==> src/rtl/core/rsc_pkg.sv <==
// Shared types, codes and constants for the Reno sender window control block.
package rsc_pkg;

    localparam int unsigned CFG_IDX_W   = 1;
    localparam int unsigned CFG_DATA_W  = 16;
    localparam int unsigned IDX_W       = 16;
    localparam int unsigned SEQ_W       = 8;
    localparam int unsigned WIN_W       = 6;
    localparam int unsigned PHASE_W     = 2;
    localparam int unsigned REQ_W       = 2;
    localparam int unsigned DUP_W       = 2;

    // Largest congestion window; cwnd saturates here.
    localparam logic [WIN_W-1:0] MAX_CWND      = 6'd62;
    localparam logic [WIN_W-1:0] INIT_SSTHRESH = 6'd32;
    localparam logic [WIN_W-1:0] RECOV_INFLATE = 6'd3;
    localparam logic [DUP_W:0]   DUP_THRESH    = 3'd3;

    // Request codes.
    localparam logic [REQ_W-1:0] REQ_START   = 2'd0;
    localparam logic [REQ_W-1:0] REQ_ACK     = 2'd1;
    localparam logic [REQ_W-1:0] REQ_TIMEOUT = 2'd2;

    // Congestion control phases.
    localparam logic [PHASE_W-1:0] PH_SLOW  = 2'd0;
    localparam logic [PHASE_W-1:0] PH_RECOV = 2'd1;
    localparam logic [PHASE_W-1:0] PH_AVOID = 2'd2;

    // Configuration register indexes.
    localparam logic [CFG_IDX_W-1:0] CFG_TOTAL_PACKETS = 1'd0;
    localparam logic [CFG_IDX_W-1:0] CFG_INIT_SSTHRESH = 1'd1;

    typedef struct packed {
        logic apply_event;  // apply the input beat and update the window state
        logic emit;         // load the next result into the output register
    } ctl_cmd_t;

    typedef struct packed {
        logic emit_last;    // the result that would be loaded now ends the item
    } dp_status_t;

    // Bound a threshold to 1..MAX_CWND.
    function automatic logic [WIN_W-1:0] clamp_thresh(input logic [WIN_W-1:0] v);
        logic [WIN_W-1:0] r;
        r = v;
        if (v == '0) r = 6'd1;
        else if (v > MAX_CWND) r = MAX_CWND;
        return r;
    endfunction

endpackage

==> src/rtl/core/rsc_ctrl.sv <==
// Controller state machine: input acceptance and pacing of result beats.
module rsc_ctrl (
    input  logic                clk,
    input  logic                rst_n,
    input  logic                in_valid,
    output logic                in_stall,
    output logic                out_valid,
    input  logic                out_stall,
    input  rsc_pkg::dp_status_t stat,
    output rsc_pkg::ctl_cmd_t   cmd
);
    import rsc_pkg::*;

    typedef enum logic [1:0] {
        ST_IDLE = 2'b01,
        ST_EMIT = 2'b10
    } ctrl_state_t;

    ctrl_state_t state_reg, state_next;
    logic        out_valid_reg, out_valid_next;
    logic        slot_free;

    // Output slot takes a beat when empty or being drained this cycle.
    assign slot_free = !out_valid_reg || !out_stall;
    assign in_stall  = (state_reg != ST_IDLE);
    assign out_valid = out_valid_reg;

    always_comb
    begin
        state_next      = state_reg;
        cmd.apply_event = 1'b0;
        cmd.emit        = 1'b0;
        out_valid_next  = out_valid_reg && out_stall;
        case (state_reg)
            ST_IDLE:
            begin
                if (in_valid)
                begin
                    cmd.apply_event = 1'b1;
                    state_next      = ST_EMIT;
                end
            end
            ST_EMIT:
            begin
                if (slot_free)
                begin
                    cmd.emit       = 1'b1;
                    out_valid_next = 1'b1;
                    if (stat.emit_last)
                    begin
                        state_next = ST_IDLE;
                    end
                end
            end
            default:
            begin
                state_next = ST_IDLE;
            end
        endcase
    end

    always_ff @(posedge clk or negedge rst_n)
    begin
        if (!rst_n)
        begin
            state_reg     <= ST_IDLE;
            out_valid_reg <= 1'b0;
        end
        else
        begin
            state_reg     <= state_next;
            out_valid_reg <= out_valid_next;
        end
    end

endmodule

==> src/rtl/core/rsc_datapath.sv <==
// Datapath: configuration, window and congestion state, result register.
module rsc_datapath (
    input  logic                                clk,
    input  logic                                rst_n,
    input  rsc_pkg::ctl_cmd_t                   cmd,
    output rsc_pkg::dp_status_t                 stat,
    input  logic [rsc_pkg::REQ_W-1:0]           req_type,
    input  logic [rsc_pkg::SEQ_W-1:0]           ack_seq,
    input  logic                                ack_check_ok,
    input  logic                                cfg_we,
    input  logic [rsc_pkg::CFG_IDX_W-1:0]       cfg_index,
    input  logic [rsc_pkg::CFG_DATA_W-1:0]      cfg_wdata,
    output logic                                send_valid,
    output logic [rsc_pkg::IDX_W-1:0]           packet_index,
    output logic [rsc_pkg::SEQ_W-1:0]           packet_seq,
    output logic                                is_retransmit,
    output logic [rsc_pkg::WIN_W-1:0]           window_size,
    output logic [rsc_pkg::PHASE_W-1:0]         phase,
    output logic                                transfer_done,
    output logic                                last
);
    import rsc_pkg::*;

    // Configuration
    logic [IDX_W-1:0]   total_reg;
    logic [WIN_W-1:0]   init_ss_reg;

    // Window and congestion state
    logic [IDX_W-1:0]   ack_base_reg, ack_base_next;
    logic [IDX_W-1:0]   nts_reg, nts_next;
    logic [WIN_W-1:0]   cwnd_reg, cwnd_next;
    logic [WIN_W-1:0]   ssthresh_reg, ssthresh_next;
    logic [PHASE_W-1:0] phase_reg, phase_next;
    logic [DUP_W-1:0]   dup_reg, dup_next;
    logic [WIN_W-1:0]   avoid_reg, avoid_next;
    logic               retx_pend_reg, retx_pend_next;

    // Result register
    logic               send_valid_reg;
    logic [IDX_W-1:0]   index_reg;
    logic               retx_out_reg;
    logic [WIN_W-1:0]   window_reg;
    logic [PHASE_W-1:0] phase_out_reg;
    logic               done_out_reg;
    logic               last_reg;

    logic               done;
    logic [SEQ_W-1:0]   advance;
    logic [IDX_W-1:0]   outstanding;
    logic [IDX_W-1:0]   outstanding_inc;
    logic               can_send;
    logic               can_send_after;
    logic [WIN_W-1:0]   cwnd_grown;
    logic [WIN_W-1:0]   half_thresh;
    logic [WIN_W:0]     recov_cwnd;
    logic [DUP_W:0]     dup_inc;
    logic [WIN_W-1:0]   avoid_inc;
    logic [IDX_W-1:0]   nts_inc;

    assign done            = (ack_base_reg >= total_reg);
    assign advance         = ack_seq + 8'd1 - ack_base_reg[SEQ_W-1:0];
    assign outstanding     = nts_reg - ack_base_reg;
    assign outstanding_inc = outstanding + 16'd1;
    assign nts_inc         = nts_reg + 16'd1;
    assign can_send        = (nts_reg < total_reg) && (outstanding < {10'd0, cwnd_reg});
    assign can_send_after  = (nts_inc < total_reg) && (outstanding_inc < {10'd0, cwnd_reg});
    assign cwnd_grown      = (cwnd_reg < MAX_CWND) ? cwnd_reg + 6'd1 : cwnd_reg;
    assign half_thresh     = clamp_thresh(cwnd_reg >> 1);
    assign recov_cwnd      = {1'b0, half_thresh} + {1'b0, RECOV_INFLATE};
    assign dup_inc         = {1'b0, dup_reg} + 3'd1;
    assign avoid_inc       = avoid_reg + 6'd1;

    // Pending fast retransmit goes first, then new sends, else one status beat.
    assign stat.emit_last  = retx_pend_reg ? !can_send :
                             can_send      ? !can_send_after : 1'b1;

    always_comb
    begin
        ack_base_next  = ack_base_reg;
        nts_next       = nts_reg;
        cwnd_next      = cwnd_reg;
        ssthresh_next  = ssthresh_reg;
        phase_next     = phase_reg;
        dup_next       = dup_reg;
        avoid_next     = avoid_reg;
        retx_pend_next = retx_pend_reg;
        if (cmd.apply_event)
        begin
            retx_pend_next = 1'b0;
            case (req_type)
                REQ_START:
                begin
                    ack_base_next = '0;
                    nts_next      = '0;
                    cwnd_next     = 6'd1;
                    ssthresh_next = clamp_thresh(init_ss_reg);
                    phase_next    = PH_SLOW;
                    dup_next      = '0;
                    avoid_next    = '0;
                end
                REQ_ACK:
                begin
                    if (!done)
                    begin
                        if (!ack_check_ok)
                        begin
                            // Corrupt ack: go back to the oldest unacked packet.
                            nts_next = ack_base_reg;
                        end
                        else if (advance == '0)
                        begin
                            if (phase_reg == PH_RECOV)
                            begin
                                cwnd_next = cwnd_grown;
                            end
                            else if (dup_inc >= DUP_THRESH)
                            begin
                                ssthresh_next  = half_thresh;
                                cwnd_next      = (recov_cwnd > {1'b0, MAX_CWND}) ?
                                                 MAX_CWND : recov_cwnd[WIN_W-1:0];
                                phase_next     = PH_RECOV;
                                dup_next       = '0;
                                avoid_next     = '0;
                                retx_pend_next = 1'b1;
                            end
                            else
                            begin
                                dup_next = dup_inc[DUP_W-1:0];
                            end
                        end
                        else if ({8'd0, advance} <= outstanding)
                        begin
                            ack_base_next = ack_base_reg + {8'd0, advance};
                            dup_next      = '0;
                            case (phase_reg)
                                PH_SLOW:
                                begin
                                    cwnd_next = cwnd_grown;
                                    if (cwnd_grown > ssthresh_reg)
                                    begin
                                        phase_next = PH_AVOID;
                                        avoid_next = '0;
                                    end
                                end
                                PH_RECOV:
                                begin
                                    cwnd_next  = ssthresh_reg;
                                    phase_next = PH_AVOID;
                                    avoid_next = '0;
                                end
                                default:
                                begin
                                    if (avoid_inc >= cwnd_reg)
                                    begin
                                        avoid_next = '0;
                                        cwnd_next  = cwnd_grown;
                                    end
                                    else
                                    begin
                                        avoid_next = avoid_inc;
                                    end
                                end
                            endcase
                        end
                    end
                end
                REQ_TIMEOUT:
                begin
                    if (!done)
                    begin
                        nts_next      = ack_base_reg;
                        ssthresh_next = half_thresh;
                        cwnd_next     = 6'd1;
                        phase_next    = PH_SLOW;
                        dup_next      = '0;
                        avoid_next    = '0;
                    end
                end
                default:
                begin
                end
            endcase
        end
        else if (cmd.emit)
        begin
            if (retx_pend_reg)
            begin
                retx_pend_next = 1'b0;
            end
            else if (can_send)
            begin
                nts_next = nts_inc;
            end
        end
    end

    always_ff @(posedge clk or negedge rst_n)
    begin
        if (!rst_n)
        begin
            total_reg     <= 16'd1;
            init_ss_reg   <= INIT_SSTHRESH;
            ack_base_reg  <= '0;
            nts_reg       <= '0;
            cwnd_reg      <= 6'd1;
            ssthresh_reg  <= clamp_thresh(INIT_SSTHRESH);
            phase_reg     <= PH_SLOW;
            dup_reg       <= '0;
            avoid_reg     <= '0;
            retx_pend_reg <= 1'b0;
        end
        else
        begin
            if (cfg_we)
            begin
                case (cfg_index)
                    CFG_TOTAL_PACKETS: total_reg   <= cfg_wdata;
                    CFG_INIT_SSTHRESH: init_ss_reg <= cfg_wdata[WIN_W-1:0];
                    default:
                    begin
                    end
                endcase
            end
            ack_base_reg  <= ack_base_next;
            nts_reg       <= nts_next;
            cwnd_reg      <= cwnd_next;
            ssthresh_reg  <= ssthresh_next;
            phase_reg     <= phase_next;
            dup_reg       <= dup_next;
            avoid_reg     <= avoid_next;
            retx_pend_reg <= retx_pend_next;
        end
    end

    // Result register; window, phase and done reflect the state after the event.
    always_ff @(posedge clk)
    begin
        if (cmd.emit)
        begin
            window_reg    <= cwnd_reg;
            phase_out_reg <= phase_reg;
            done_out_reg  <= done;
            last_reg      <= stat.emit_last;
            if (retx_pend_reg)
            begin
                send_valid_reg <= 1'b1;
                index_reg      <= ack_base_reg;
                retx_out_reg   <= 1'b1;
            end
            else if (can_send)
            begin
                send_valid_reg <= 1'b1;
                index_reg      <= nts_reg;
                retx_out_reg   <= 1'b0;
            end
            else
            begin
                send_valid_reg <= 1'b0;
                index_reg      <= '0;
                retx_out_reg   <= 1'b0;
            end
        end
    end

    assign send_valid    = send_valid_reg;
    assign packet_index  = index_reg;
    assign packet_seq    = index_reg[SEQ_W-1:0];
    assign is_retransmit = retx_out_reg;
    assign window_size   = window_reg;
    assign phase         = phase_out_reg;
    assign transfer_done = done_out_reg;
    assign last          = last_reg;

endmodule

==> src/rtl/core/reno_sender_window_control.sv <==
// Top level of the Reno sender window control block.
//
// Usage:
//   Input channel (in_valid / in_stall) carries one event per beat: start of
//   a transfer, an ack with its sequence and checksum verdict, or a timeout.
//   Output channel (out_valid / out_stall) carries send commands: an optional
//   fast retransmit first, then new packets that fill the window, or a single
//   status beat with send_valid low when nothing is to be sent. The final beat
//   of each event carries last.
//   The event is applied in the cycle it is accepted; its results are then
//   loaded into the output register in turn. Results leave at one beat per
//   cycle from the send pointer while the output is not stalled; the send
//   pointer increment and the single output register set that pace.
//   in_stall is high while results of the current event are still being
//   produced; it drops once the last result sits in the output register, so
//   the next event may enter while that beat waits.
//   A stalled output holds its beat and freezes result generation.
//   Reset: total_packets = 1, initial_ssthresh = 32, and the window state of a
//   freshly started transfer. Configuration writes (cfg_we, cfg_index,
//   cfg_wdata) take effect at once and belong to idle periods.
module reno_sender_window_control (
    input  logic                                clk,
    input  logic                                rst_n,
    input  logic                                cfg_we,
    input  logic [rsc_pkg::CFG_IDX_W-1:0]       cfg_index,
    input  logic [rsc_pkg::CFG_DATA_W-1:0]      cfg_wdata,
    input  logic                                in_valid,
    output logic                                in_stall,
    input  logic [rsc_pkg::REQ_W-1:0]           req_type,
    input  logic [rsc_pkg::SEQ_W-1:0]           ack_seq,
    input  logic                                ack_check_ok,
    output logic                                out_valid,
    input  logic                                out_stall,
    output logic                                send_valid,
    output logic [rsc_pkg::IDX_W-1:0]           packet_index,
    output logic [rsc_pkg::SEQ_W-1:0]           packet_seq,
    output logic                                is_retransmit,
    output logic [rsc_pkg::WIN_W-1:0]           window_size,
    output logic [rsc_pkg::PHASE_W-1:0]         phase,
    output logic                                transfer_done,
    output logic                                last
);
    import rsc_pkg::*;

    ctl_cmd_t   cmd;
    dp_status_t stat;

    // Sequence events and pace result beats.
    rsc_ctrl u_ctrl (
        .clk       (clk),
        .rst_n     (rst_n),
        .in_valid  (in_valid),
        .in_stall  (in_stall),
        .out_valid (out_valid),
        .out_stall (out_stall),
        .stat      (stat),
        .cmd       (cmd)
    );

    // Hold the window state and build each result beat.
    rsc_datapath u_datapath (
        .clk           (clk),
        .rst_n         (rst_n),
        .cmd           (cmd),
        .stat          (stat),
        .req_type      (req_type),
        .ack_seq       (ack_seq),
        .ack_check_ok  (ack_check_ok),
        .cfg_we        (cfg_we),
        .cfg_index     (cfg_index),
        .cfg_wdata     (cfg_wdata),
        .send_valid    (send_valid),
        .packet_index  (packet_index),
        .packet_seq    (packet_seq),
        .is_retransmit (is_retransmit),
        .window_size   (window_size),
        .phase         (phase),
        .transfer_done (transfer_done),
        .last          (last)
    );

endmodule
==> config.mk <==
export PLATFORM = sky130hd
export DESIGN_NAME = reno_sender_window_control
export DESIGN_NICKNAME = d
export VERILOG_FILES = /design/src/rtl/core/rsc_pkg.sv /design/src/rtl/core/rsc_ctrl.sv /design/src/rtl/core/rsc_datapath.sv /design/src/rtl/core/reno_sender_window_control.sv
export SDC_FILE = /design/constraint.sdc
export NUM_CORES = 1
export LEC_CHECK = 0
export ABC_AREA = 1
export BUFFER_PORTS_ARGS = -buffer_cell sky130_fd_sc_hd__buf_2
export CAP_MARGIN = 10
export CORE_UTILIZATION = 49
export DETAILED_ROUTE_END_ITERATION = 12
export PLACE_DENSITY_LB_ADDON = 0.05
export SYNTH_ARGS = -nofsm -noshare
export SYNTH_HDL_FRONTEND = slang
export SYNTH_SLANG_ARGS = --single-unit
==> constraint.sdc <==
create_clock -name clk -period 4.3 [get_ports clk]
set_input_delay 0 -clock clk [delete_from_list [all_inputs] [get_ports clk]]
set_output_delay 0 -clock clk [all_outputs]
set_load 0.01 [all_outputs]
# Yosys cells after proc, flatten, opt, wreduce, memory -nomap -nowiden
# Index checks and enable logic that the tools add are counted.
[totals]
reg_bits = 108
output_inout_bits = 38
wordCells = 187
[classes]
addsub = 10
order_cmp = 13
n_eq_ne = 29
muxes = 88
n_bitwise = 1
n_reduce_logical = 27
[ops]
columns = ["op", "count"]
rows = [
  ["16-bit two-way mux", 13],
  ["6-bit two-way mux", 29],
  ["6-bit case mux with 3 select lines", 3],
  ["16-bit case mux with 3 select lines", 1],
  ["2-bit two-way mux", 17],
  ["16-bit by 1-bit adder with 16-bit output (second input constant)", 2],
  ["16-bit < comparator", 2],
  ["16-bit by 6-bit < comparator with 1-bit output", 2],
  ["16-bit case mux with 2 select lines", 1],
  ["6-bit case mux with 2 select lines", 2],
  ["1-bit two-way mux", 18],
  ["16-bit by 8-bit adder with 16-bit output", 1],
  ["16-bit greater-or-equal comparator", 1],
  ["8-bit by 16-bit less-or-equal comparator with 1-bit output", 1],
  ["2-bit inequality test (second input constant)", 8],
  ["8-bit AND reduction", 2],
  ["16-bit subtractor", 1],
  ["3-bit inequality test (second input constant)", 5],
  ["7-bit AND reduction", 2],
  ["6-bit by 1-bit adder with 6-bit output (second input constant)", 2],
  ["6-bit logical NOT", 2],
  ["2-bit case mux with 3 select lines", 2],
  ["2-bit by 1-bit inequality test with 1-bit output (second input constant)", 5],
  ["10-bit AND reduction", 1],
  ["31 further kinds", 45],
]

# Depth between registers and ports, before layout
[logic_depth]
ltp_word = 12
ltp_mapped = 29

# Cells and area by module
# A second synthesis with hierarchy kept.
[unflattened]
cells_unflattened = 1393
hier_area_um2 = 9858.2
[modules_own_cells]
columns = ["mod", "instances", "cells_per_inst", "area_each_um2", "seq_area_each_um2"]
rows = [
  ["rsc_datapath", 1, 1377, 9721.8, 2772.7],
  ["rsc_ctrl", 1, 16, 136.4, 76.3],
]

# Worst setup path after synthesis
# No wires, ideal clock.
[synth_path]
path_type = "reg-to-reg"
start = "reg u_datapath.ack_base_reg[1]"
end = "reg u_datapath.cwnd_reg[2]"
setup_ns = 0.122
t_arrival_ns = 3.549
setup_slack_ns = 0.629
path_stages_with_launch = 24
path_buffers = 1
period_less_slack_ns = 3.671
cell_sequence = "dfrtp_1 -> ha_1 -> inv_1 -> ha_1 -> fa_1 -> nand3_1 -> nand3_1 -> a21o_1 -> a21oi_2 -> xor2_2 -> inv_1 -> ha_1 -> nand2_1 -> nor2_1 -> o21ai_0 -> o211ai_1 -> nand2_1 -> nor2_1 -> nand3_1 -> nand2_1 -> nor2_2 -> buf_6 -> nand2_1 -> o21ai_2"
[synth_via]
elab_chain_cells = 6
elab_cells_between_ends = 15
cone_classes = "add/sub (2); order compare (2); eq/ne (5); mux (4); reduce/logical (2)"
[synth_rtl]
columns = ["item", "line", "rtl"]
rows = [
  ["from (decl)", "rsc_datapath.sv:29", "logic [IDX_W-1:0] ack_base_reg, ack_base_next;"],
  ["from (signal assigned)", "rsc_datapath.sv:224", "ack_base_reg <= ack_base_next;"],
  ["branches (longest 6 deep; another with 16-bit subtractor)", "-", ""],
  ["to (signal assigned)", "rsc_datapath.sv:226", "cwnd_reg <= cwnd_next;"],
  ["to (decl)", "rsc_datapath.sv:31", "logic [WIN_W-1:0] cwnd_reg, cwnd_next;"],
]
# Parallel ways; which one is timed is not known. The select of a mux whose other input is x is not followed.
# A chain may end at the register's enable or synchronous reset.

# Worst setup path in the final report
[layout_path]
start = "reg u_datapath.ack_base_reg[0]"
end = "reg u_datapath.ack_base_reg[15]"
[layout_via]
elab_chain_cells = 7
elab_cells_between_ends = 15
cone_classes = "add/sub (3); order compare (2); eq/ne (3); mux (5); reduce/logical (2)"
[layout_rtl]
columns = ["item", "line", "rtl"]
rows = [
  ["8-bit subtractor", "rsc_datapath.sv:61", "assign advance = ack_seq + 8'd1 - ack_base_reg[SEQ_W-1:0];"],
  ["16-bit by 8-bit adder with 16-bit output", "rsc_datapath.sv:133", "ack_base_next = ack_base_reg + {8'd0, advance};"],
  ["16-bit two-way mux", "rsc_datapath.sv:131", "else if ({8'd0, advance} <= outstanding)"],
  ["16-bit two-way mux", "rsc_datapath.sv:110", "else if (advance == '0)"],
  ["16-bit two-way mux", "rsc_datapath.sv:105", "if (!ack_check_ok)"],
  ["16-bit two-way mux", "rsc_datapath.sv:103", "if (!done)"],
  ["16-bit case mux with 2 select lines", "rsc_datapath.sv:90", "case (req_type)"],
]
# Parallel ways exist; a longest one is shown, timed or not. The select of a mux whose other input is x is not followed.

==> metrics.sh <==
STATUS='completed'
GRT_SETUP_UNREPAIRED='false'
FINAL_LAYOUT_SIZE_SUFFIX_GT1_SHARE_PCT=14.23
SYNTH-ASYNC-RESET-RATIO_PCT=74.07
VIAS_PER_CELL=5.260
CORE.ROWCOUNT=51
CLOCK_TREE.HTREE_LEVEL_COUNT=3
YOSYS_WARNINGS=0
IO_BUFFERS=70
FINISH.UTILIZATION_PCT=55.53
SYNTH_NETS=1473
MAX_STAGE_DELAY_NS=0.44
WORST_SETUP_PATH_END_KIND='flop'
POSTROUTEWIRELENGTH_UM=26330
SLEW_HEADROOM_PCT=37.60
GP_ROUTABILITY_CONGESTION=0.9085
GRTUSAGEMET3_PCT=5.064
INITIAL_UTILIZATION_PCT=49.95
GRT_PASS1_WL_UM=42200
DRCVIOLATIONCOUNT=0
CTS_NUM_SINKS=108
ANTENNA_CELLS=0
PEAKVDDDROP_mV=0.4161
DIE_W_UM=142.6
CTS_MAX_PATH_BUFFERS=2
PLACEABLECOREAREA_UM2=19400
SEQPWRFRAC_PCT=19.5
FINALMAXSLEWVIOLATIONS=0
SYNTH.CELLS.MOST_FREQUENT='nand2_1 (329), inv_1 (185), ha_1 (120)'
WL_PER_CELL_UM=15.83
FINALWORSTPATHREQUIREDPERIOD_NS=3.917
PATH_CLK_SLEW_NS=0.08
CRITICAL_PATH.MOST_COMMON_CELL='nand3_1'
SETUP.WORST_PATH.CLASS='flop to flop'
SYNTH-SEQ-CELLS=108
RR_WORST_DEPTH=19
POST_SYNTH_INSTANCE_AREA_UM2=9691
SYN2LAYOUT_AREA_GROWTH_PCT=11.17
DIE_HEIGHT_UM=142.6
DETAIL_ROUTE.FIRST_PASS.ITERATIONS=5
NET_COUNT_REPORTED_AT_FINISH=1549
GR-USAGE-MET2_PCT=41.15
CRITICAL_PATH.REG2REG.STARTPOINT='u_datapath.ack_base_reg[0]'
DIE_AREA_UM2=20340
MIN_PATH_CELLS=5
NETSWITCHINGFRACTION_PCT=53.05
SYNTH_AREA_LEADER_CELL='dfrtp_1'
TRITONCTS_CLOCK_TREE='done'
SKEW_NS=0.01311
TIMING.RR.END='u_datapath.ack_base_reg[15]'
SYNTHESIS.INSTANCES=1317
REQUIRED_NS=4.57
DISTINCT_CELL_TYPE_COUNT_OF_THE_SYNTHESIZED_NETLIST=57
POST-SYNTH-TOP-COUNT-CELL='nand2_1'
TIMING.HOLD.WORST_ENDPOINT='u_datapath.retx_pend_reg'
FINAL-HOLD-VIOLATION-COUNT=0
AREA_SHARE_OF_THE_LARGEST_CELL_TYPE_AFTER_SYNTHESIS_PCT=19.37
FIN_CRIT_SH_PCT=91.10
WORSTSKEWPAIRLATENCY_NS=0.36
CRIT_SLOWEST_CELL='dfrtp_1'
GRT_USAGE_PCT=27.21
GRT_MOST_USED_LAYER='met2'
YS_TOP_CELLS_BY_AREA='dfrtp_1 (19%), ha_1 (15%), nand2_1 (13%)'
CELLINTERNALPOWER_mW=3.576
TIMING.CRITICAL_PATH.FROM_TYPE='flop'
DPL.HPWL_UM=21020
TRANSITION_TIME_OF_THE_TIGHTEST_SLEW_CHECK_PIN_NS=0.9338
FINALSETUPVIOLCOUNT=0
HOLD_PATH_CLASS='input pin to flop'
POWER.SWITCHING_mW=4.040
SYNTH.YOSYS.SEQ_AREA_SHARE_PCT=29.40
SYNTH_ENABLE_FLOP_CELLS=28
POWER_FRAC_CLOCK_PCT=11.4
ANT_NETS=0
GRT_PASS1_VIAS=7868
LEAKAGE_nW=5.445
CTS_INSERTED_BUFFERS=9
HOLD_START='ack_check_ok'
ROOT_BUFFER='clkbuf_16'
GRT.MET1_USAGE_PCT=40.16
NUMBER_OF_ANTENNA_VIOLATIONS_AT_THE_FIRST_CHECK_IN_GLOBAL_ROUTING=0
OVERFLOW=0
SYN_AREA_PER_CELL_UM2=7.358
POWER.DENSITY_CELL_AREA_nW_PER_UM2=707.0
COMBINATIONALPOWERSHARE_PCT=69.2
CRIT_PATH_CELL_CHAIN='inv_1 -> ha_1 -> ha_1 -> fa_1 -> nand3_1 -> nand3_1 -> a21o_1 -> a21oi_2 -> xor2_2 -> inv_1 -> ha_1 -> nand2_1 -> nor3_1 -> nand3_1 -> o2111ai_1 -> and3_1 -> nand3_1 -> xor2_1 -> o31ai_1'
WORSTPATHARRIVAL_NS=4.19
CAP_VIOLATIONS=0
YS_DOMINANT_REG_CELL='dfrtp_1'
FMAX_MHz=255.3
PIN_COUNT_OF_THE_BIGGEST_NET_ENTERING_GLOBAL_ROUTING=46
LARGEST_DRIVER_FANOUT_ON_THE_CRITICAL_PATH=5
SETUP_TNS_NS=0
R2R_SETUP_SLACK_NS=0.38
NUM_VIAS=8748
DESIGN.PORTCOUNT=71
DR.FIRST_ITER.DRC_COUNT=589
## how the worst max path moves through the flow
stage / from / to / slack, ns / cells after the start
final: u_datapath.ack_base_reg[0] / u_datapath.ack_base_reg[15] / 0.38 / 19
after global placement: u_datapath.ack_base_reg[0] / u_datapath.cwnd_reg[1] / 0.44 / 22
after floorplan: u_datapath.ack_base_reg[1] / u_datapath.cwnd_reg[2] / 0.63 / 23
after global routing: u_datapath.ack_base_reg[0] / u_datapath.cwnd_reg[0] / 0.09 / 22
after detailed placement: u_datapath.ack_base_reg[0] / u_datapath.cwnd_reg[1] / 0.33 / 22
after CTS: u_datapath.ack_base_reg[0] / u_datapath.cwnd_reg[1] / 0.29 / 22
## power by group through the flow
stage | clock, mW | sequential, mW | combinational [mW]
after detailed placement | 0 | 1.50 | 5.22
after floorplan | 0 | 1.43 | 4.03
after global routing | 0.915 | 1.51 | 6.10
after CTS | 0.886 | 1.48 | 5.25
final | 0.865 | 1.48 | 5.27
after global placement | 0 | 1.49 | 5.16
## cells in the final DEF, fill, tap and decap left out, types with 17 or more instances in the layout
| cell | synthesis | layout |
|---|---|---|
| nand2_1 | 329 | 329 |
| inv_1 | 185 | 185 |
| ha_1 | 120 | 120 |
| nor2_1 | 83 | 83 |
| dfrtp_1 | 75 | 75 |
| o21ai_0 | 72 | 72 |
| a21oi_1 | 72 | 71 |
| nand3_1 | 70 | 70 |
| buf_2 | 4 | 69 |
| xor2_1 | 30 | 30 |
| edfxtp_1 | 28 | 28 |
| o22ai_1 | 27 | 27 |
| nor2_2 | 21 | 20 |
| dlygate4sd3_1 | 0 | 18 |
| nand4_1 | 17 | 17 |
| a21oi_2 | 17 | 17 |
## worst max-delay path: cells and delay by family (launching register included)
family	cells	cell delay, ns
AND/OR/NAND/NOR	7	0.92
adder cells (fa/ha/maj)	4	1.15
XOR/XNOR	2	0.31
AO/OA/AOI/OAI	4	0.77
buffers and inverters	2	0.24
flip-flops	1	0.44
## per-stage QoR
step	instance area, µm²	hold WS, ns	power [mW]	setup WS (ns)	std cells
finish	10770	0.04492	7.617	0.3827	1663
global route	10770	0.07596	8.528	0.09392	1663
CTS	10770	0.04133	7.619	0.2950	1663
detailed placement	10290	0.09048	6.716	0.3255	1629
global placement	10290	0.08769	6.650	0.4434	1629
floorplan	9691	-0.2956	5.456	0.6292	1317
## final cells by class
type	instances	area [µm²]
Fill cell	1915	8626
Clock inverter	4	37.54
Sequential cell	108	2849
Clock buffer	12	256.5
Multi-Input combinational cell	975	5899
Timing Repair Buffer	101	655.6
Tap cell	265	331.6
Inverter	198	743.2
## layer usage
metal / vias to the layer above / routed length (µm) / share of wire (%)
met1: 3991 / 13110 / 50
li1: 4495 / - / -
met2: 245 / 11250 / 43
met4: 0 / 309 / 1.2
met5: - / 0 / 0
met3: 17 / 1658 / 6.3
## repair_timing
item | in CTS | in global routing
hold buffers | 18 | 0
setup endpoints to repair | 0 | 6
setup buffers | 0 | 0
resized for setup | 0 | 1
hold endpoints to repair | 67 | 0
## logic make-up (layout without fill, tap and decap cells)
logic type | Yosys count | after routing | synth area share [%]
AND/OR/NAND/NOR | 579 | 579 | 26.71
AO/OA/AOI/OAI | 237 | 237 | 14.55
buffers and inverters | 234 | 315 | 9.890
adder cells (fa/ha/maj) | 123 | 123 | 16.11
flip-flops | 108 | 108 | 29.40
XOR/XNOR | 36 | 36 | 3.331
Power figures use the tool's default switching activity.
